`config.mk`:
```
export PLATFORM = sky130hd
export DESIGN_NAME = ngse_ctrl
export DESIGN_NICKNAME = d
export VERILOG_FILES = /design/src/hw/rtl/ngse_pkg.sv /design/src/hw/rtl/ngse_ctrl.sv
export SDC_FILE = /design/constraint.sdc
export NUM_CORES = 1
export LEC_CHECK = 0
export BUFFER_PORTS_ARGS = -buffer_cell sky130_fd_sc_hd__buf_2
export CORE_ASPECT_RATIO = 1.75
export CORE_MARGIN = 3
export CORE_UTILIZATION = 54
export CTS_CLUSTER_SIZE = 25
export DETAILED_ROUTE_END_ITERATION = 8
export PLACE_DENSITY = 0.77
export SLEW_MARGIN = 20
export SYNTH_ARGS = -nofsm -noshare
export SYNTH_HDL_FRONTEND = slang
export SYNTH_SLANG_ARGS = --single-unit
```
`constraint.sdc`:
```
create_clock -name clk -period 3.42 [get_ports clk]
set_input_delay 0.855 -clock clk [delete_from_list [all_inputs] [get_ports clk]]
set_output_delay 0.855 -clock clk [all_outputs]
set_load 0.1 [all_outputs]
```
`src/hw/rtl/ngse_pkg.sv`:
```
// ----------------------------------------------------------------------------
// ngse_pkg
// Shared types, codes and constants of the n-body gravity step engine.
// ----------------------------------------------------------------------------
package ngse_pkg;

  localparam logic [1:0] KIND_LOAD  = 2'd0;
  localparam logic [1:0] KIND_STEP  = 2'd1;
  localparam logic [1:0] KIND_BLAST = 2'd2;

  localparam logic [1:0] CFG_BODY_COUNT = 2'd0;
  localparam logic [1:0] CFG_GRAV_STR   = 2'd1;
  localparam logic [1:0] CFG_GRAV_EN    = 2'd2;

  localparam logic [15:0] GRAV_STR_RESET = 16'd3000;
  localparam logic [32:0] ONE_Q16        = 33'd65536;
  // 200 in Q16.16
  localparam logic [23:0] BLAST_SCALE    = 24'd13107200;

  typedef struct packed {
    logic [1:0]         kind;
    logic [5:0]         body_index;
    logic signed [31:0] load_pos_x;
    logic signed [31:0] load_pos_y;
    logic signed [31:0] load_vel_x;
    logic signed [31:0] load_vel_y;
    logic [15:0]        load_mass;
    logic [15:0]        time_delta;
    logic signed [31:0] blast_x;
    logic signed [31:0] blast_y;
  } in_item_t;

  typedef struct packed {
    logic [5:0]         out_index;
    logic signed [31:0] new_pos_x;
    logic signed [31:0] new_pos_y;
    logic               last;
  } out_item_t;

  typedef enum logic [4:0] {
    OP_NONE, OP_LOAD, OP_RD, OP_DIFF_G, OP_DIFF_B, OP_SQX, OP_SQY, OP_SQRT_GO,
    OP_DIST, OP_DIV_S1, OP_DIV_S2, OP_DIV_UX, OP_DIV_UY, OP_DIV_BX, OP_DIV_BY,
    OP_Q_S, OP_Q_UX, OP_Q_UY, OP_AMUL, OP_DVMUL, OP_VLOAD, OP_VADD_G,
    OP_VADD_B, OP_VWRITE, OP_DMUL, OP_DADD, OP_BMUL
  } dp_op_t;

  typedef struct packed {
    dp_op_t op;
    logic   last;
  } cmd_t;

  typedef struct packed {
    logic sqrt_done;
    logic div_done;
  } stat_t;

endpackage

```
`src/hw/rtl/ngse_ctrl.sv`:
```
// ----------------------------------------------------------------------------
// ngse_ctrl
// Sequencer: walks the body pairs, blast and drift passes and commands the
// datapath one operation a cycle outside its waits on square root and divider.
// ----------------------------------------------------------------------------
module ngse_ctrl #(
  parameter int MAX_BODIES = 64,
  parameter int IW         = 6,
  parameter int CW         = 7
) (
  input  logic            clk,
  input  logic            rst_n,
  input  logic            start,
  input  logic [1:0]      kind,
  input  logic [6:0]      body_count,
  input  logic            gravity_enabled,
  input  ngse_pkg::stat_t stat,
  output ngse_pkg::cmd_t  cmd,
  output logic [IW-1:0]   addr_a,
  output logic [IW-1:0]   addr_b,
  output logic            busy,
  output logic            out_valid
);

  import ngse_pkg::*;

  typedef enum logic [5:0] {
    S_IDLE, S_LOAD, S_WAIT,
    S_G_VLD, S_G_VINIT, S_G_CHK, S_G_RD, S_G_DIFF,
    S_SQX, S_SQY, S_SQRT, S_DIST,
    S_G_DS1, S_G_QS1, S_G_DS2, S_G_QS2, S_G_DUX, S_G_QUX, S_G_DUY, S_G_QUY,
    S_G_AMUL, S_G_DV, S_G_VADD, S_G_VWR,
    S_B_RD, S_B_DIFF, S_B_MUL, S_B_DX, S_B_QX, S_B_DY, S_B_QY, S_B_VADD, S_B_VWR,
    S_D_RD, S_D_MUL, S_D_ADD
  } state_t;

  state_t        state_r, ret_r;
  logic [CW-1:0] i_r, j_r, n_r, n_w;
  logic          blast_r, out_valid_r, last_w;

  assign n_w    = (int'(body_count) > MAX_BODIES) ? CW'(MAX_BODIES) : CW'(body_count);
  assign last_w = (CW'(i_r + CW'(1)) == n_r);

  always_ff @(posedge clk) begin
    if (!rst_n) begin
      state_r     <= S_IDLE;
      ret_r       <= S_IDLE;
      i_r         <= '0;
      j_r         <= '0;
      n_r         <= '0;
      blast_r     <= 1'b0;
      out_valid_r <= 1'b0;
    end else begin
      out_valid_r <= 1'b0;
      unique case (state_r)
        S_IDLE: begin
          if (start) begin
            i_r     <= '0;
            j_r     <= '0;
            n_r     <= n_w;
            blast_r <= (kind == KIND_BLAST);
            unique case (kind)
              KIND_LOAD: state_r <= S_LOAD;
              KIND_STEP: begin
                if (n_w != '0) state_r <= gravity_enabled ? S_G_VLD : S_D_RD;
              end
              KIND_BLAST: begin
                if (n_w != '0) state_r <= S_B_RD;
              end
              default: ;
            endcase
          end
        end
        S_LOAD:    state_r <= S_IDLE;
        S_WAIT: begin
          if (stat.sqrt_done || stat.div_done) state_r <= ret_r;
        end
        S_G_VLD:   state_r <= S_G_VINIT;
        S_G_VINIT: begin
          j_r     <= '0;
          state_r <= S_G_CHK;
        end
        S_G_CHK: begin
          if (j_r == n_r) state_r <= S_G_VWR;
          else if (j_r == i_r) j_r <= j_r + CW'(1);
          else state_r <= S_G_RD;
        end
        S_G_RD:    state_r <= S_G_DIFF;
        S_G_DIFF:  state_r <= S_SQX;
        S_SQX:     state_r <= S_SQY;
        S_SQY:     state_r <= S_SQRT;
        S_SQRT: begin
          ret_r   <= S_DIST;
          state_r <= S_WAIT;
        end
        S_DIST:    state_r <= blast_r ? S_B_MUL : S_G_DS1;
        S_G_DS1: begin
          ret_r   <= S_G_QS1;
          state_r <= S_WAIT;
        end
        S_G_QS1:   state_r <= S_G_DS2;
        S_G_DS2: begin
          ret_r   <= S_G_QS2;
          state_r <= S_WAIT;
        end
        S_G_QS2:   state_r <= S_G_DUX;
        S_G_DUX: begin
          ret_r   <= S_G_QUX;
          state_r <= S_WAIT;
        end
        S_G_QUX:   state_r <= S_G_DUY;
        S_G_DUY: begin
          ret_r   <= S_G_QUY;
          state_r <= S_WAIT;
        end
        S_G_QUY:   state_r <= S_G_AMUL;
        S_G_AMUL:  state_r <= S_G_DV;
        S_G_DV:    state_r <= S_G_VADD;
        S_G_VADD: begin
          j_r     <= j_r + CW'(1);
          state_r <= S_G_CHK;
        end
        S_G_VWR: begin
          if (last_w) begin
            i_r     <= '0;
            state_r <= S_D_RD;
          end else begin
            i_r     <= i_r + CW'(1);
            state_r <= S_G_VLD;
          end
        end
        S_B_RD:    state_r <= S_B_DIFF;
        S_B_DIFF:  state_r <= S_SQX;
        S_B_MUL:   state_r <= S_B_DX;
        S_B_DX: begin
          ret_r   <= S_B_QX;
          state_r <= S_WAIT;
        end
        S_B_QX:    state_r <= S_B_DY;
        S_B_DY: begin
          ret_r   <= S_B_QY;
          state_r <= S_WAIT;
        end
        S_B_QY:    state_r <= S_B_VADD;
        S_B_VADD:  state_r <= S_B_VWR;
        S_B_VWR: begin
          if (last_w) state_r <= S_IDLE;
          else begin
            i_r     <= i_r + CW'(1);
            state_r <= S_B_RD;
          end
        end
        S_D_RD:    state_r <= S_D_MUL;
        S_D_MUL:   state_r <= S_D_ADD;
        S_D_ADD: begin
          out_valid_r <= 1'b1;
          if (last_w) state_r <= S_IDLE;
          else begin
            i_r     <= i_r + CW'(1);
            state_r <= S_D_RD;
          end
        end
        default:   state_r <= S_IDLE;
      endcase
    end
  end

  always_comb begin
    cmd.last = last_w;
    unique case (state_r)
      S_LOAD:                                  cmd.op = OP_LOAD;
      S_G_VLD, S_G_RD, S_B_RD, S_D_RD:         cmd.op = OP_RD;
      S_G_VINIT:                               cmd.op = OP_VLOAD;
      S_G_DIFF:                                cmd.op = OP_DIFF_G;
      S_B_DIFF:                                cmd.op = OP_DIFF_B;
      S_SQX:                                   cmd.op = OP_SQX;
      S_SQY:                                   cmd.op = OP_SQY;
      S_SQRT:                                  cmd.op = OP_SQRT_GO;
      S_DIST:                                  cmd.op = OP_DIST;
      S_G_DS1:                                 cmd.op = OP_DIV_S1;
      S_G_DS2:                                 cmd.op = OP_DIV_S2;
      S_G_DUX:                                 cmd.op = OP_DIV_UX;
      S_G_DUY:                                 cmd.op = OP_DIV_UY;
      S_B_DX:                                  cmd.op = OP_DIV_BX;
      S_B_DY:                                  cmd.op = OP_DIV_BY;
      S_G_QS1, S_G_QS2:                        cmd.op = OP_Q_S;
      S_G_QUX, S_B_QX:                         cmd.op = OP_Q_UX;
      S_G_QUY, S_B_QY:                         cmd.op = OP_Q_UY;
      S_G_AMUL:                                cmd.op = OP_AMUL;
      S_G_DV:                                  cmd.op = OP_DVMUL;
      S_G_VADD:                                cmd.op = OP_VADD_G;
      S_B_VADD:                                cmd.op = OP_VADD_B;
      S_G_VWR, S_B_VWR:                        cmd.op = OP_VWRITE;
      S_B_MUL:                                 cmd.op = OP_BMUL;
      S_D_MUL:                                 cmd.op = OP_DMUL;
      S_D_ADD:                                 cmd.op = OP_DADD;
      default:                                 cmd.op = OP_NONE;
    endcase
  end

  assign addr_a    = i_r[IW-1:0];
  assign addr_b    = j_r[IW-1:0];
  assign busy      = (state_r != S_IDLE);
  assign out_valid = out_valid_r;

`ifndef NO_ASSERTIONS
  a_out_from_drift: assert property (@(posedge clk) disable iff (!rst_n)
    out_valid_r |-> ($past(state_r) == S_D_ADD))
    else $error("result strobe without a drift write");
  a_drift_in_range: assert property (@(posedge clk) disable iff (!rst_n)
    (state_r == S_D_RD) |-> (i_r < n_r))
    else $error("drift index beyond body count");
  a_pair_distinct: assert property (@(posedge clk) disable iff (!rst_n)
    (state_r == S_G_RD) |-> ((j_r != i_r) && (j_r < n_r)))
    else $error("self pair or index beyond body count");
  a_last_ends: assert property (@(posedge clk) disable iff (!rst_n)
    ((state_r == S_D_ADD) && last_w) |=> ((state_r == S_IDLE) && out_valid_r))
    else $error("last result does not end the step");
`endif

endmodule

```
# [Yosys cells after proc, flatten, opt, wreduce, memory -nomap -nowiden]
# Memory sizes are Yosys's and may differ from the RTL's. A register that Yosys moved wholly into a read port is not among the register bits.
# Cells that the tools add are included.
[word_totals] register_bits=35 rom_bits=320 input_bits=15 mem_count=1
[op_classes] addsub=2 n_lt_le_gt_ge=1 n_eq_ne=48 mux=25 n_reduce_logical=16
[mem_list] name="(no name shown)" words=64 width=5 rd=1 rd_clocked_by_memory_dff=1 wr=0 line="ngse_ctrl.sv:170" source="unique case (state_r)"
[op_table] operator="6-bit case mux with 27 select lines" n=1
[op_table] operator="6-bit by 5-bit equality test with 1-bit output, second input constant" n=16
[op_table] operator="6-bit two-way mux" n=11
[op_table] operator="6-bit by 4-bit equality test with 1-bit output, second input constant" n=8
[op_table] operator="7-bit two-way mux" n=6
[op_table] operator="6-bit case mux with 7 select lines" n=1
[op_table] operator="7-bit case mux with 4 select lines" n=1
[op_table] operator="6-bit by 3-bit equality test with 1-bit output, second input constant" n=4
[op_table] operator="6-bit equality test, second input constant" n=4
[op_table] operator="7-bit equality test" n=3
[op_table] operator="7-bit case mux with 3 select lines" n=1
[op_table] operator="6-bit case mux with 3 select lines" n=1
[op_table] operator="7-bit by 1-bit adder with 7-bit output, second input constant" n=2
[op_table] operator="7-bit nonzero test" n=2
[op_table] operator="6-bit by 2-bit equality test with 1-bit output, second input constant" n=2
[op_table] operator="5-bit two-way mux" n=2
[op_table] operator="2-bit != test, second input constant" n=5
[op_table] operator="3-bit != test, second input constant" n=3
[op_table] operator="7-bit greater-than comparator, second input constant" n=1
[op_table] operator="7-bit OR reduction" n=1
[op_table] operator="6-bit logical NOT" n=1
[op_table] operator="6-bit AND reduction" n=1
[op_table] operator="6-bit nonzero test" n=1
[op_table] operator="2-bit OR reduction" n=3
[op_table] operator="other kinds (11)" n=11

# [Logic depth before layout (Yosys ltp)]
# Gate-level depths: netlist (run 1).
[depth] ltp_word=9 depth_mapped=15 mapped_depth_nobuf=13

# [Worst setup path before layout (run 1)]
# No wires, ideal clock.
[synth_path] path_kind="register to register" startpoint="register state_r[4]" endpoint="register cmd[1] (netlist name)" setup_ns=0.058 arrival_time_ns=3.309 t_required_ns=3.362 path_slack_ns=0.053 stages_incl_launch_ff=15 synth_period_minus_slack_ns=3.367 cell_sequence="dfxtp_1 > buf_6 > or4_4 > buf_6 > nor3_4 > inv_2 > nor2_1 > nor4_1 > a311oi_2 > and2_1 > inv_1 > ha_1 > mux2_4 > o211ai_2 > o211a_1"
[synth_between] elab_chain_cells=5
[synth_rtl] item="start, declared" line="ngse_ctrl.sv:37" source="state_t state_r, ret_r;"
[synth_rtl] item="start signal, assigned" line="ngse_ctrl.sv:65" source="if (n_w != '0) state_r <= gravity_enabled ? S_G_VLD : S_D_RD;"
[synth_rtl] item="start signal, assigned" line="ngse_ctrl.sv:76" source="if (stat.sqrt_done || stat.div_done) state_r <= ret_r;"
[synth_rtl] item="start signal, assigned" line="ngse_ctrl.sv:96" source="S_DIST: state_r <= blast_r ? S_B_MUL : S_G_DS1;"
[synth_rtl] item="6-bit by 5-bit equality test with 1-bit output (tied with other cells)" line="ngse_ctrl.sv:55" source="unique case (state_r)"
[synth_rtl] item="7-bit OR reduction (no line) (tied with other cells)"
[synth_rtl] item="6-bit case mux with 27 select lines or 6-bit AND reduction (tied branches)"
[synth_rtl] item="6-bit two-way mux (no line) (*) (2 in series)"
# Every way passes the cells marked *; elsewhere a longest branch is shown, timed or not.
# A chain may end at the register's enable or synchronous reset.

# [Final worst setup path (run 1)]
[layout_path] startpoint="register i_r[4]" endpoint="register cmd[2] (netlist name)"
[layout_between] elab_chain_cells=6
[layout_rtl] item="start, declared" line="ngse_ctrl.sv:38" source="logic [CW-1:0] i_r, j_r, n_r, n_w;"
[layout_rtl] item="start signal, assigned" line="ngse_ctrl.sv:128" source="i_r <= i_r + CW'(1);"
[layout_rtl] item="start signal, assigned" line="ngse_ctrl.sv:149" source="i_r <= i_r + CW'(1);"
[layout_rtl] item="start signal, assigned" line="ngse_ctrl.sv:159" source="i_r <= i_r + CW'(1);"
[layout_rtl] item="7-bit by 1-bit adder with 7-bit output" line="ngse_ctrl.sv:42" source="assign last_w = (CW'(i_r + CW'(1)) == n_r);"
[layout_rtl] item="7-bit equality test" line="ngse_ctrl.sv:42"
[layout_rtl] item="6-bit two-way mux (tied with other cells)" line="ngse_ctrl.sv:157" source="if (last_w) state_r <= S_IDLE;"
[layout_rtl] item="6-bit case mux with 27 select lines" line="ngse_ctrl.sv:55"
[layout_rtl] item="6-bit two-way mux (no line) (*) (2 in series)"
# Marked as above.

==> summary.txt, run 1 <==
Outcome: finished clean
Clock sinks: 39
CP required: 3.61 ns
Sum Neg Setup Slack: 0 ns
RSZ-0062 raised after global routing: false
Routed vias: 3315
Synth cell types: 82
Overall Global Routing Usage: 27.9%
Synthesized flop and latch total: 39
DRT Wirelength: 9440 µm
EDFF count, synth: 0
Nets: 469
Uppermost layer routed: met4
Clock slew seen by the registers of the worst setup and hold paths: 0.08 ns
Fraction of the yosys area taken by sequential cells: 24.0%
Final period utilization: 93.4%
Ant diodes: 0
Average wire per standard cell: 18.2 µm
Die ar.: 7030 µm²
Post-route insts no fill: 520
Syn Std Cell Area: 3260 µm²
P per Cell Area: 713 nW/µm²
Starting density of the core: 56.9%
Setup CP Type: reg -> reg
Die height: 109 µm
Area grow syn2layout: 13.2%
Synthesized instance count: 406
Gpl congestion: 0.968
Dpl hpwl: 7170 µm
Met3 wire length: 496 µm
Combinational share of power: 62.1%
Initial DRC count: 284
Max_cap viols: 0
Vias/cell: 6.38
HP Class: reg -> reg
Initial antenna violation count: 0
Inst Count DP: 512
CP arrival: 3.39 ns
Final core occ: 64.4%
Pleak: 1.54 nW
Tmin final: 3.20 ns
Hold Vio Cnt, Final: 0
Switch share: 49.3%
CTS H-tree depth: 2
Number of synthesis warnings: 0
Clock Skew: 0.00885 ns
Die Wd: 64.7 µm
Share of cells above drive strength 1: 25.0%
Vias in the first global route: 3176
Largest net degree at the start of global routing: 27
Hold_buf cts: 0
DRT Pass-1 Iters: 5
Worst Max-Slew Pin Slew: 0.559 ns
# IOs: 35
Final setup violation count: 0
Max-slew headroom: 62.5%
DRT met1 WL: 3470 µm
Crit-path max FO: 8
Global route overflow: 0
Commonest register cell after synthesis: dfxtp_1
Drt drc: 0
Hold slack: 0.484 ns
PortBufs: 34
Setup crit start kind: flip-flop
Clock Path Buffers: 2
First-pass GRT wire length: 15400 µm
CTS Buf Count: 5
Max Freq: 0.313 GHz
Mapped Avg Cell Area: 8.02 µm²
Fin. max-slew vios: 0
Worst setup EP type: flip-flop
Core box area: 5720 µm²
DR WL met2: 4860 µm
Seq pwr share: 22.4%
# fillers: 492
Maximum vdd drop: 0.554 mV
Syn nets: 432
Async SR Flop Fraction: 0%
Net Sw Power: 0.00130 W
CTS Root Cell: clkbuf_8
# rows: 36
Clock power share: 15.5%
Worst-Skew Late Latency: 0.30 ns
Internal Power: 0.00133 W
CTS tree: done
Final ANT Viol Nets: 0
synth_stat cells (all sizes together) (7+ instances only):
cell type,n,area (µm²)
a21oi,21,105
a31oi,10,68.8
buf,27,201
clkbuf,10,38.8
dfxtp,39,781
ha,11,138
inv,16,67.6
nand2,37,144
nand2b,8,50.1
nand3,11,55.1
nand3b,8,60.1
nor2,36,143
nor2b,7,43.8
nor3,17,96.4
o21ai,20,100
xnor2,14,123
xor2,14,123
layout make-up:
| type | instances | area (µm²) | share of cell area (%) |
|---|---|---|---|
| multi-input cells | 314 | 2200 | 59.8 |
| well taps | 76 | 95.1 | 2.58 |
| clock buffers | 6 | 82.6 | 2.24 |
| clock inverters | 2 | 35.0 | 0.951 |
| flip-flops and latches | 39 | 781 | 21.2 |
| repair buffers | 67 | 420 | 11.4 |
| inverters | 16 | 67.6 | 1.83 |
power groups by stage:
stage	logic, W	clock network [W]	registers, W
final	0.00163	0.000408	0.000589
after detailed placement	0.00159	0	0.000597
after CTS	0.00160	0.000415	0.000587
after floorplan	0.00104	0	0.000701
after global placement	0.00157	0	0.000596
after global routing	0.00175	0.000429	0.000596
flip-flops by register name, summed over array words and instances, names as in the netlist:
register	flops
ret_r	5
n_r	7
blast_r	1
out_valid	1
j_r	7
state_r	6
cmd	5
i_r	7
metal layers:
layer | track usage, % | vias to the layer above
li1 | - | 1540
met1 | 29.5 | 1584
met2 | 50.7 | 144
met3 | 4.02 | 47
met4 | 18.2 | 0
met5 | 0 | -
logic make-up (layout without fill, tap and decap cells):
group,after synthesis,count (layout),share of synthesized area (%)
flip-flops,39,39,24.0
multiplexers,6,6,2.00
adder cells (fa/ha/maj),11,11,4.23
buffers and inverters,53,91,9.45
AND/OR/NAND/NOR,163,163,27.5
XOR/XNOR,28,28,7.53
AO/OA/AOI/OAI,106,106,25.3
worst max-delay path: stages (launching register included):
cell	delay [ns]
dfxtp_1	0.51
and3_1	0.20
nand3_1	0.19
xnor2_1	0.55
o31ai_2	0.14
a311oi_2	0.30
and2_1	0.19
inv_1	0.07
buf_4	0.15
ha_1	0.27
a21oi_1	0.07
a22o_1	0.20
a211o_1	0.25
metrics by stage:
step / power [W] / area (µm²) / worst slack [ns]
after detailed placement: 0.00219 / 3530 / 0.0618
after CTS: 0.00261 / 3650 / 0.0499
final: 0.00263 / 3680 / 0.225
after floorplan: 0.00174 / 3260 / 0.0532
after global routing: 0.00277 / 3680 / 0.0198
after global placement: 0.00217 / 3530 / 0.112
repair_timing:
| action | in CTS | in global routing |
|---|---|---|
| endpoints found under the setup margin | 0 | 5 |
| gates resized for setup | 0 | 9 |
| buffers inserted | 0 | 0 |
| endpoints found under the hold margin | 0 | 0 |
final timing paths:
check | end | startpoint | depth (start not counted) | slack, ns
hold / removal | ret_r[0]$_SDFFE_PN0P_ | ret_r[0]$_SDFFE_PN0P_ | 2 | 0.48
setup reg to reg | cmd[2]$_DFF_P_ | i_r[4]$_SDFFE_PN0P_ | 12 | 0.22
hold reg to reg | ret_r[0]$_SDFFE_PN0P_ | ret_r[0]$_SDFFE_PN0P_ | 2 | 0.48
setup / recovery | cmd[2]$_DFF_P_ | i_r[4]$_SDFFE_PN0P_ | 12 | 0.22
cells in the final DEF, fill, tap and decap left out, types with 12 or more instances in the layout:
cell type	n
buf_2	33
a21oi_1	21
nor3_1	15
xor2_1	14
dfxtp_1	39
nor2_1	35
o21ai_0	18
buf_4	33
nand2_1	35
xnor2_1	14
inv_1	12
No activity file was read; power rests on OpenSTA's default activity.
==> run 2: changes to the inputs <==
--- a/config.mk
+++ b/config.mk
@@ -6,12 +6,13 @@
 export NUM_CORES = 1
 export LEC_CHECK = 0
 export BUFFER_PORTS_ARGS = -buffer_cell sky130_fd_sc_hd__buf_2
-export CORE_ASPECT_RATIO = 1.75
+export CORE_ASPECT_RATIO = 0.9
 export CORE_MARGIN = 3
 export CORE_UTILIZATION = 54
 export CTS_CLUSTER_SIZE = 25
 export DETAILED_ROUTE_END_ITERATION = 8
-export PLACE_DENSITY = 0.77
+export GPL_TIMING_DRIVEN = 0
+export PLACE_DENSITY_LB_ADDON = 0.12
 export SLEW_MARGIN = 20
 export SYNTH_ARGS = -nofsm -noshare
 export SYNTH_HDL_FRONTEND = slang
==> run 2 against run 1 <==
Compared with the run above: combinational power increased by 2%; utilization increased by 2.8 points; register-to-register slack worse by 0.22 ns; final cell count up 1.2%; largest power group unchanged; critical endpoint unchanged; via count shrank 2.3%; first-iteration DRC count down 12%; final area rose by 5.1%.
==> summary.txt, run 2 (synthesized netlist as in run 1, its figures left out) <==
Outcome: finished clean
Final core occ: 67.2% (+2.8 points)
Combinational share of power: 64.5% (+2.4 points)
Die height: 79.7 µm (-27%)
Overall Global Routing Usage: 26.4% (-1.6 points)
RSZ-0062 raised after global routing: true
Leading registers by flop count: i_r (7), j_r (7), n_r (7)
Hold Vio Cnt, Final: 0 (unchanged)
Most common cell after layout, fill and taps aside: buf_2
Post-route insts no fill: 526 (+1.2%)
Largest net degree at the start of global routing: 13 (-52%)
# fillers: 500 (+1.6%)
CTS Buf Count: 5 (unchanged)
Die Wd: 87.8 µm (+36%)
Pleak: 1.60 nW (+4.3%)
Delay-heaviest family, CP: simple AND/OR/NAND/NOR gates
Drt drc: 0 (unchanged)
Seq pwr share: 23.1% (+0.7 points)
Max_cap viols: 0 (unchanged)
Clock power share: 12.3% (-3.2 points)
Most used cell along the critical path: a22o_1
Gpl congestion: 0.962 (-0.63%)
Most frequent cells in the layout: 39 x buf_2, 35 x nand2_1, 34 x nor2_1, 32 x dfxtp_1, 28 x buf_4
Worst-Skew Late Latency: 0.31 ns (about the same)
Clock slew seen by the registers of the worst setup and hold paths: 0.09 ns (about the same)
Clock Path Buffers: 2 (unchanged)
# rows: 26 (-28%)
Internal Power: 0.00125 W (-6.1%)
Final ANT Viol Nets: 0 (unchanged)
CP arrival: 3.62 ns (+0.23 ns)
Max-slew headroom: 55.2% (-7.3 points)
Max Freq: 0.293 GHz (-6.5%)
Initial antenna violation count: 0 (unchanged)
Initial DRC count: 249 (-12%)
Starting density of the core: 56.5% (-0.37 points)
Nets: 481 (+2.6%)
Average wire per standard cell: 17.3 µm (-4.7%)
Net Sw Power: 0.00133 W (+2.7%)
DRT Wirelength: 9100 µm (-3.6%)
Crit-path max FO: 5 (-3)
Total buffers and inverters traversed by the critical path: 1 (-1)
Setup CP Type: reg -> reg
Switch share: 51.6% (+2.2 points)
Final period utilization: 100% (+6.5 points)
Die ar.: 7000 µm² (-0.51%)
Share of cells above drive strength 1: 30.7% (+5.7 points)
Ant diodes: 0 (unchanged)
First-pass GRT wire length: 14700 µm (-4.4%)
Routed vias: 3238 (-2.3%)
Hold_buf cts: 0 (unchanged)
Fin. max-slew vios: 0 (unchanged)
CTS tree: done
CTS Root Cell: clkbuf_8
P per Cell Area: 667 nW/µm² (-6.5%)
Clock Skew: 0.0152 ns (+0.00633 ns)
Hold slack: 0.479 ns (-0.00508 ns)
Vias/cell: 6.16 (-3.4%)
CP required: 3.63 ns (+0.02 ns)
Core box area: 5760 µm² (+0.66%)
Clock sinks: 39 (unchanged)
# IOs: 35 (unchanged)
HP Class: reg -> reg
Global route overflow: 0 (unchanged)
Final setup violation count: 0 (unchanged)
CTS H-tree depth: 2 (unchanged)
Dpl hpwl: 6560 µm (-8.5%)
PortBufs: 34 (unchanged)
Vias in the first global route: 2954 (-7.0%)
Area grow syn2layout: 18.9%
DRT Pass-1 Iters: 5 (unchanged)
Worst Max-Slew Pin Slew: 0.672 ns (+0.113 ns)
Worst setup EP type: flip-flop
Maximum vdd drop: 0.397 mV (-28%)
Tot Pwr: 0.00258 W (-1.8%)
Crit-path slowest cell: or4_4
Tmin final: 3.42 ns (+0.223 ns)
CP Cell Sequence: or4_4, nor3b_4, a22o_1, nor4_4, a311oi_2, and2_4, clkinvlp_4, ha_4, a21oi_1, a22o_1, a211o_1
Setup crit start kind: flip-flop
Max stage delay on crit path: 0.61 ns (+0.06 ns)
Inst Count DP: 510 (-0.39%)
-- run 2: cell types whose count changed in the layout (fill, tap and decap cells not counted), sizes merged --
cell / previous run / this run
clkbuf: 7 / 16
clkinvlp: 0 / 2
inv: 16 / 15
bufinv: 1 / 0
buf: 66 / 69
-- run 2: worst paths after layout --
path / from / end / slack, ns / cells after the start
worst min register to register: ret_r[0]$_SDFFE_PN0P_ / ret_r[0]$_SDFFE_PN0P_ / 0.48 / 2
worst min-delay path: ret_r[0]$_SDFFE_PN0P_ / ret_r[0]$_SDFFE_PN0P_ / 0.48 / 2
worst max-delay path: state_r[2]$_SDFFE_PN0N_ / cmd[2]$_DFF_P_ / 0.001 / 11
worst max register to register: state_r[2]$_SDFFE_PN0N_ / cmd[2]$_DFF_P_ / 0.001 / 11
-- run 2: routing by layer --
layer | global-route usage [%] | routed length [µm] | up-vias
met4 | 6.90 | 129 | 0
met3 | 3.51 | 613 | 14
li1 | - | - | 1569
met2 | 40.3 | 4100 | 124
met5 | 0 | 0 | -
met1 | 38.6 | 4260 | 1531
-- run 2: final cells by class --
cell class              count  area (µm²)  area share [%]
clock inverters             2        12.5           0.323
plain buffers              33         216            5.59
inverters                  16        71.3            1.84
clock buffers               6        72.6            1.87
well taps                  70        87.6            2.26
repair buffers             46         275            7.11
multi-input cells         314        2340            60.5
flip-flops and latches     39         795            20.5
-- run 2: what timing repair did --
action / 4_1_cts / 5_1_grt
setup buffers: 1 / 11
endpoints found under the setup margin: 5 / 5
resized for setup: 11 / 39
pin swaps: 2 / 11
endpoints found under the hold margin: 0 / 0
-- run 2: worst reg2reg max path, delay by kind of cell (launching register included) --
kind | cells | cell delay (ns)
AND/OR/NAND/NOR | 4 | 1.26
AO/OA/AOI/OAI | 5 | 1.21
flip-flops | 1 | 0.37
adder cells (fa/ha/maj) | 1 | 0.30
buffers and inverters | 1 | 0.18
-- run 2: metrics by stage --
step | instance area [µm²] | setup WS [ns] | TNS (ns)
floorplan | 3260 | 0.0532 | 0
global placement | 3510 | -0.448 | -1.76
detailed placement | 3510 | -0.498 | -2.00
CTS | 3650 | 0.0219 | 0
global route | 3870 | -0.100 | -0.214
finish | 3870 | 0.00142 | 0
-- run 2: power groups by stage --
stage                     logic (W)  registers [W]  clock network (W)
after floorplan             0.00104       0.000701                  0
after global placement      0.00142       0.000590                  0
after detailed placement    0.00143       0.000591                  0
after CTS                   0.00148       0.000582           0.000320
after global routing        0.00179       0.000608           0.000335
final                       0.00167       0.000598           0.000318
==> run 3: changes to the inputs <==
--- a/config.mk
+++ b/config.mk
@@ -6,7 +6,6 @@
 export NUM_CORES = 1
 export LEC_CHECK = 0
 export BUFFER_PORTS_ARGS = -buffer_cell sky130_fd_sc_hd__buf_2
-export CORE_ASPECT_RATIO = 0.9
 export CORE_MARGIN = 3
 export CORE_UTILIZATION = 54
 export CTS_CLUSTER_SIZE = 25
==> run 3 against run 2 <==
Compared with the run above: largest power group unchanged; hold slack worse by 0.0050 ns; global-route usage fell by 2.7 points; critical path depth down 4; final area increased by 0.45%; routed wire length down 3.3%; critical path type is now reg -> out; clock power rose by 28%; register-to-register slack better by 0.15 ns; sequential share of layout area shrank 0.35 points; combinational power about the same; critical endpoint is now cmd[0]; final cell count rose by 1.3%; fmax increased by 3.0%.
==> summary.txt, run 3 (synthesized netlist as in run 1, its figures left out) <==
Average wire per standard cell: 16.5 µm (-4.6%)
Crit-path slowest cell: dfxtp_2
First-pass GRT wire length: 13900 µm (-5.7%)
Crit-path max FO: 8 (+3)
Starting density of the core: 57.4% (+0.82 points)
Max Freq: 0.301 GHz (+3.0%)
Share of cells above drive strength 1: 29.7% (-0.98 points)
CTS H-tree depth: 2 (unchanged)
Ant diodes: 0 (unchanged)
Switch share: 49.6% (-2.0 points)
DRT Wirelength: 8800 µm (-3.3%)
Fin. max-slew vios: 0 (unchanged)
Internal Power: 0.00135 W (+7.8%)
Most common cell after layout, fill and taps aside: buf_2
Die ar.: 7000 µm² (about the same)
Max-slew headroom: 61.0% (+5.8 points)
Gpl congestion: 0.930 (-3.3%)
Most frequent cells in the layout: 40 x buf_2, 36 x dfxtp_1, 35 x nand2_1, 34 x nor2_1, 31 x buf_4
Pleak: 1.62 nW (+1.2%)
Final setup violation count: 0 (unchanged)
Die height: 83.6 µm (+5.0%)
HP Class: reg -> reg
Final ANT Viol Nets: 0 (unchanged)
CP Cell Sequence: ha_2, nand3_1, nor3b_2, o2111ai_2, nor3_2, buf_4, buf_4
Combinational share of power: 62.5% (-2.0 points)
Area grow syn2layout: 19.4%
Drt drc: 0 (unchanged)
# fillers: 471 (-5.8%)
CTS Root Cell: clkbuf_8
Vias/cell: 6.08 (-1.2%)
Net Sw Power: 0.00133 W (-0.38%)
DRT Pass-1 Iters: 5 (unchanged)
CP arrival: 2.47 ns (-1.15 ns)
# rows: 27 (+3.8%)
Vias in the first global route: 2787 (-5.7%)
Worst setup EP type: output port
Clock sinks: 39 (unchanged)
Leading registers by flop count: i_r (7), j_r (7), n_r (7)
Hold Path Stages: 2 (unchanged)
Worst path depth: 7 (-4)
Hold slack: 0.474 ns (-0.00501 ns)
Hold_buf cts: 0 (unchanged)
Dpl hpwl: 6390 µm (-2.6%)
P per Cell Area: 688 nW/µm² (+3.1%)
Worst-Skew Late Latency: 0.30 ns (about the same)
Nets: 486 (+1.0%)
Clock Skew: 0.00641 ns (-0.00877 ns)
Max stage delay on crit path: 0.44 ns (-0.17 ns)
Initial DRC count: 185 (-26%)
# IOs: 35 (unchanged)
Delay-heaviest family, CP: simple AND/OR/NAND/NOR gates
Worst Max-Slew Pin Slew: 0.584 ns (-0.0885 ns)
Clock slew seen by the registers of the worst setup and hold paths: 0.09 ns (about the same)
Total buffers and inverters traversed by the critical path: 2 (+1)
Global route overflow: 0 (unchanged)
Largest net degree at the start of global routing: 15 (+2)
Setup CP Type: reg -> out
Clock Path Buffers: 2 (unchanged)
Maximum vdd drop: 0.665 mV (+67%)
Die Wd: 83.6 µm (-4.8%)
Outcome: finished clean
Most used cell along the critical path: buf_4
Max_cap viols: 0 (unchanged)
Seq pwr share: 22.3% (-0.8 points)
Worst R2R Path Depth: 14 (+3)
CTS Buf Count: 5 (unchanged)
Final core occ: 68.5% (+1.3 points)
Final period utilization: 97.1% (-2.9 points)
Routed vias: 3242 (+0.12%)
CTS tree: done
Clock power share: 15.3% (+3.0 points)
Tmin final: 3.32 ns (-0.0983 ns)
Initial antenna violation count: 0 (unchanged)
Overall Global Routing Usage: 23.7% (-2.7 points)
Hold Vio Cnt, Final: 0 (unchanged)
PortBufs: 34 (unchanged)
Setup crit start kind: flip-flop
CP required: 2.56 ns (-1.07 ns)
Core box area: 5680 µm² (-1.4%)
## run 3: power groups by stage
stage,Sequential (W),Clock (W),Combinational [W]
finish,0.000595,0.000408,0.00167
global route,0.000603,0.000432,0.00180
CTS,0.000592,0.000409,0.00147
detailed placement,0.000590,0,0.00143
global placement,0.000591,0,0.00142
floorplan,0.000701,0,0.00104
## run 3: per-layer routing
metal	GRT usage (%)	vias up	routed length, µm
met4	5.41	0	174
met2	36.1	131	4010
li1	-	1571	-
met1	35.0	1518	4070
met5	0	-	0
met3	3.75	22	544
## run 3: final cells by class
cell class                 count  area [µm²]  area share, %
sequential                    39         785           20.2
inverter                      16        70.1           1.80
buffer                        36         241           6.21
timing repair buffer          48         278           7.14
tap                           72        90.1           2.32
clock buffer                   5        68.8           1.77
multi-input combinational    314        2310           59.4
clock inverter                 3        46.3           1.19
## run 3: worst paths after layout
path / from / end / slack (ns)
worst max-delay path: i_r[0]$_SDFFE_PN0P_ / cmd[0] / 0.1
worst min-delay path: ret_r[0]$_SDFFE_PN0P_ / ret_r[0]$_SDFFE_PN0P_ / 0.47
worst min register to register: ret_r[0]$_SDFFE_PN0P_ / ret_r[0]$_SDFFE_PN0P_ / 0.47
worst max register to register: state_r[4]$_SDFFE_PN0N_ / cmd[2]$_DFF_P_ / 0.15
## run 3: what timing repair did
| item | 4_1_cts | 5_1_grt |
|---|---|---|
| pin swaps | 3 | 9 |
| hold endpoints to repair | 0 | 0 |
| endpoints found under the setup margin | 6 | 6 |
| buffers inserted | 1 | 13 |
| resized for setup | 18 | 18 |
## run 3: stage by stage
step	area (µm²)	setup slack (ns)	setup TNS [ns]	cells	power [W]
floorplan	3260	0.0532	0	406	0.00174
global placement	3520	-0.494	-1.91	512	0.00201
detailed placement	3520	-0.529	-2.09	512	0.00202
CTS	3720	0.000141	0	520	0.00247
global route	3890	-0.0183	-0.0183	533	0.00283
finish	3890	0.0998	0	533	0.00268
## run 3: tightest hold or removal path, cell delays in order (launching register included)
cell and delay [ns]:
dfxtp_1 0.32, nand2_1 0.05, a21oi_1 0.06
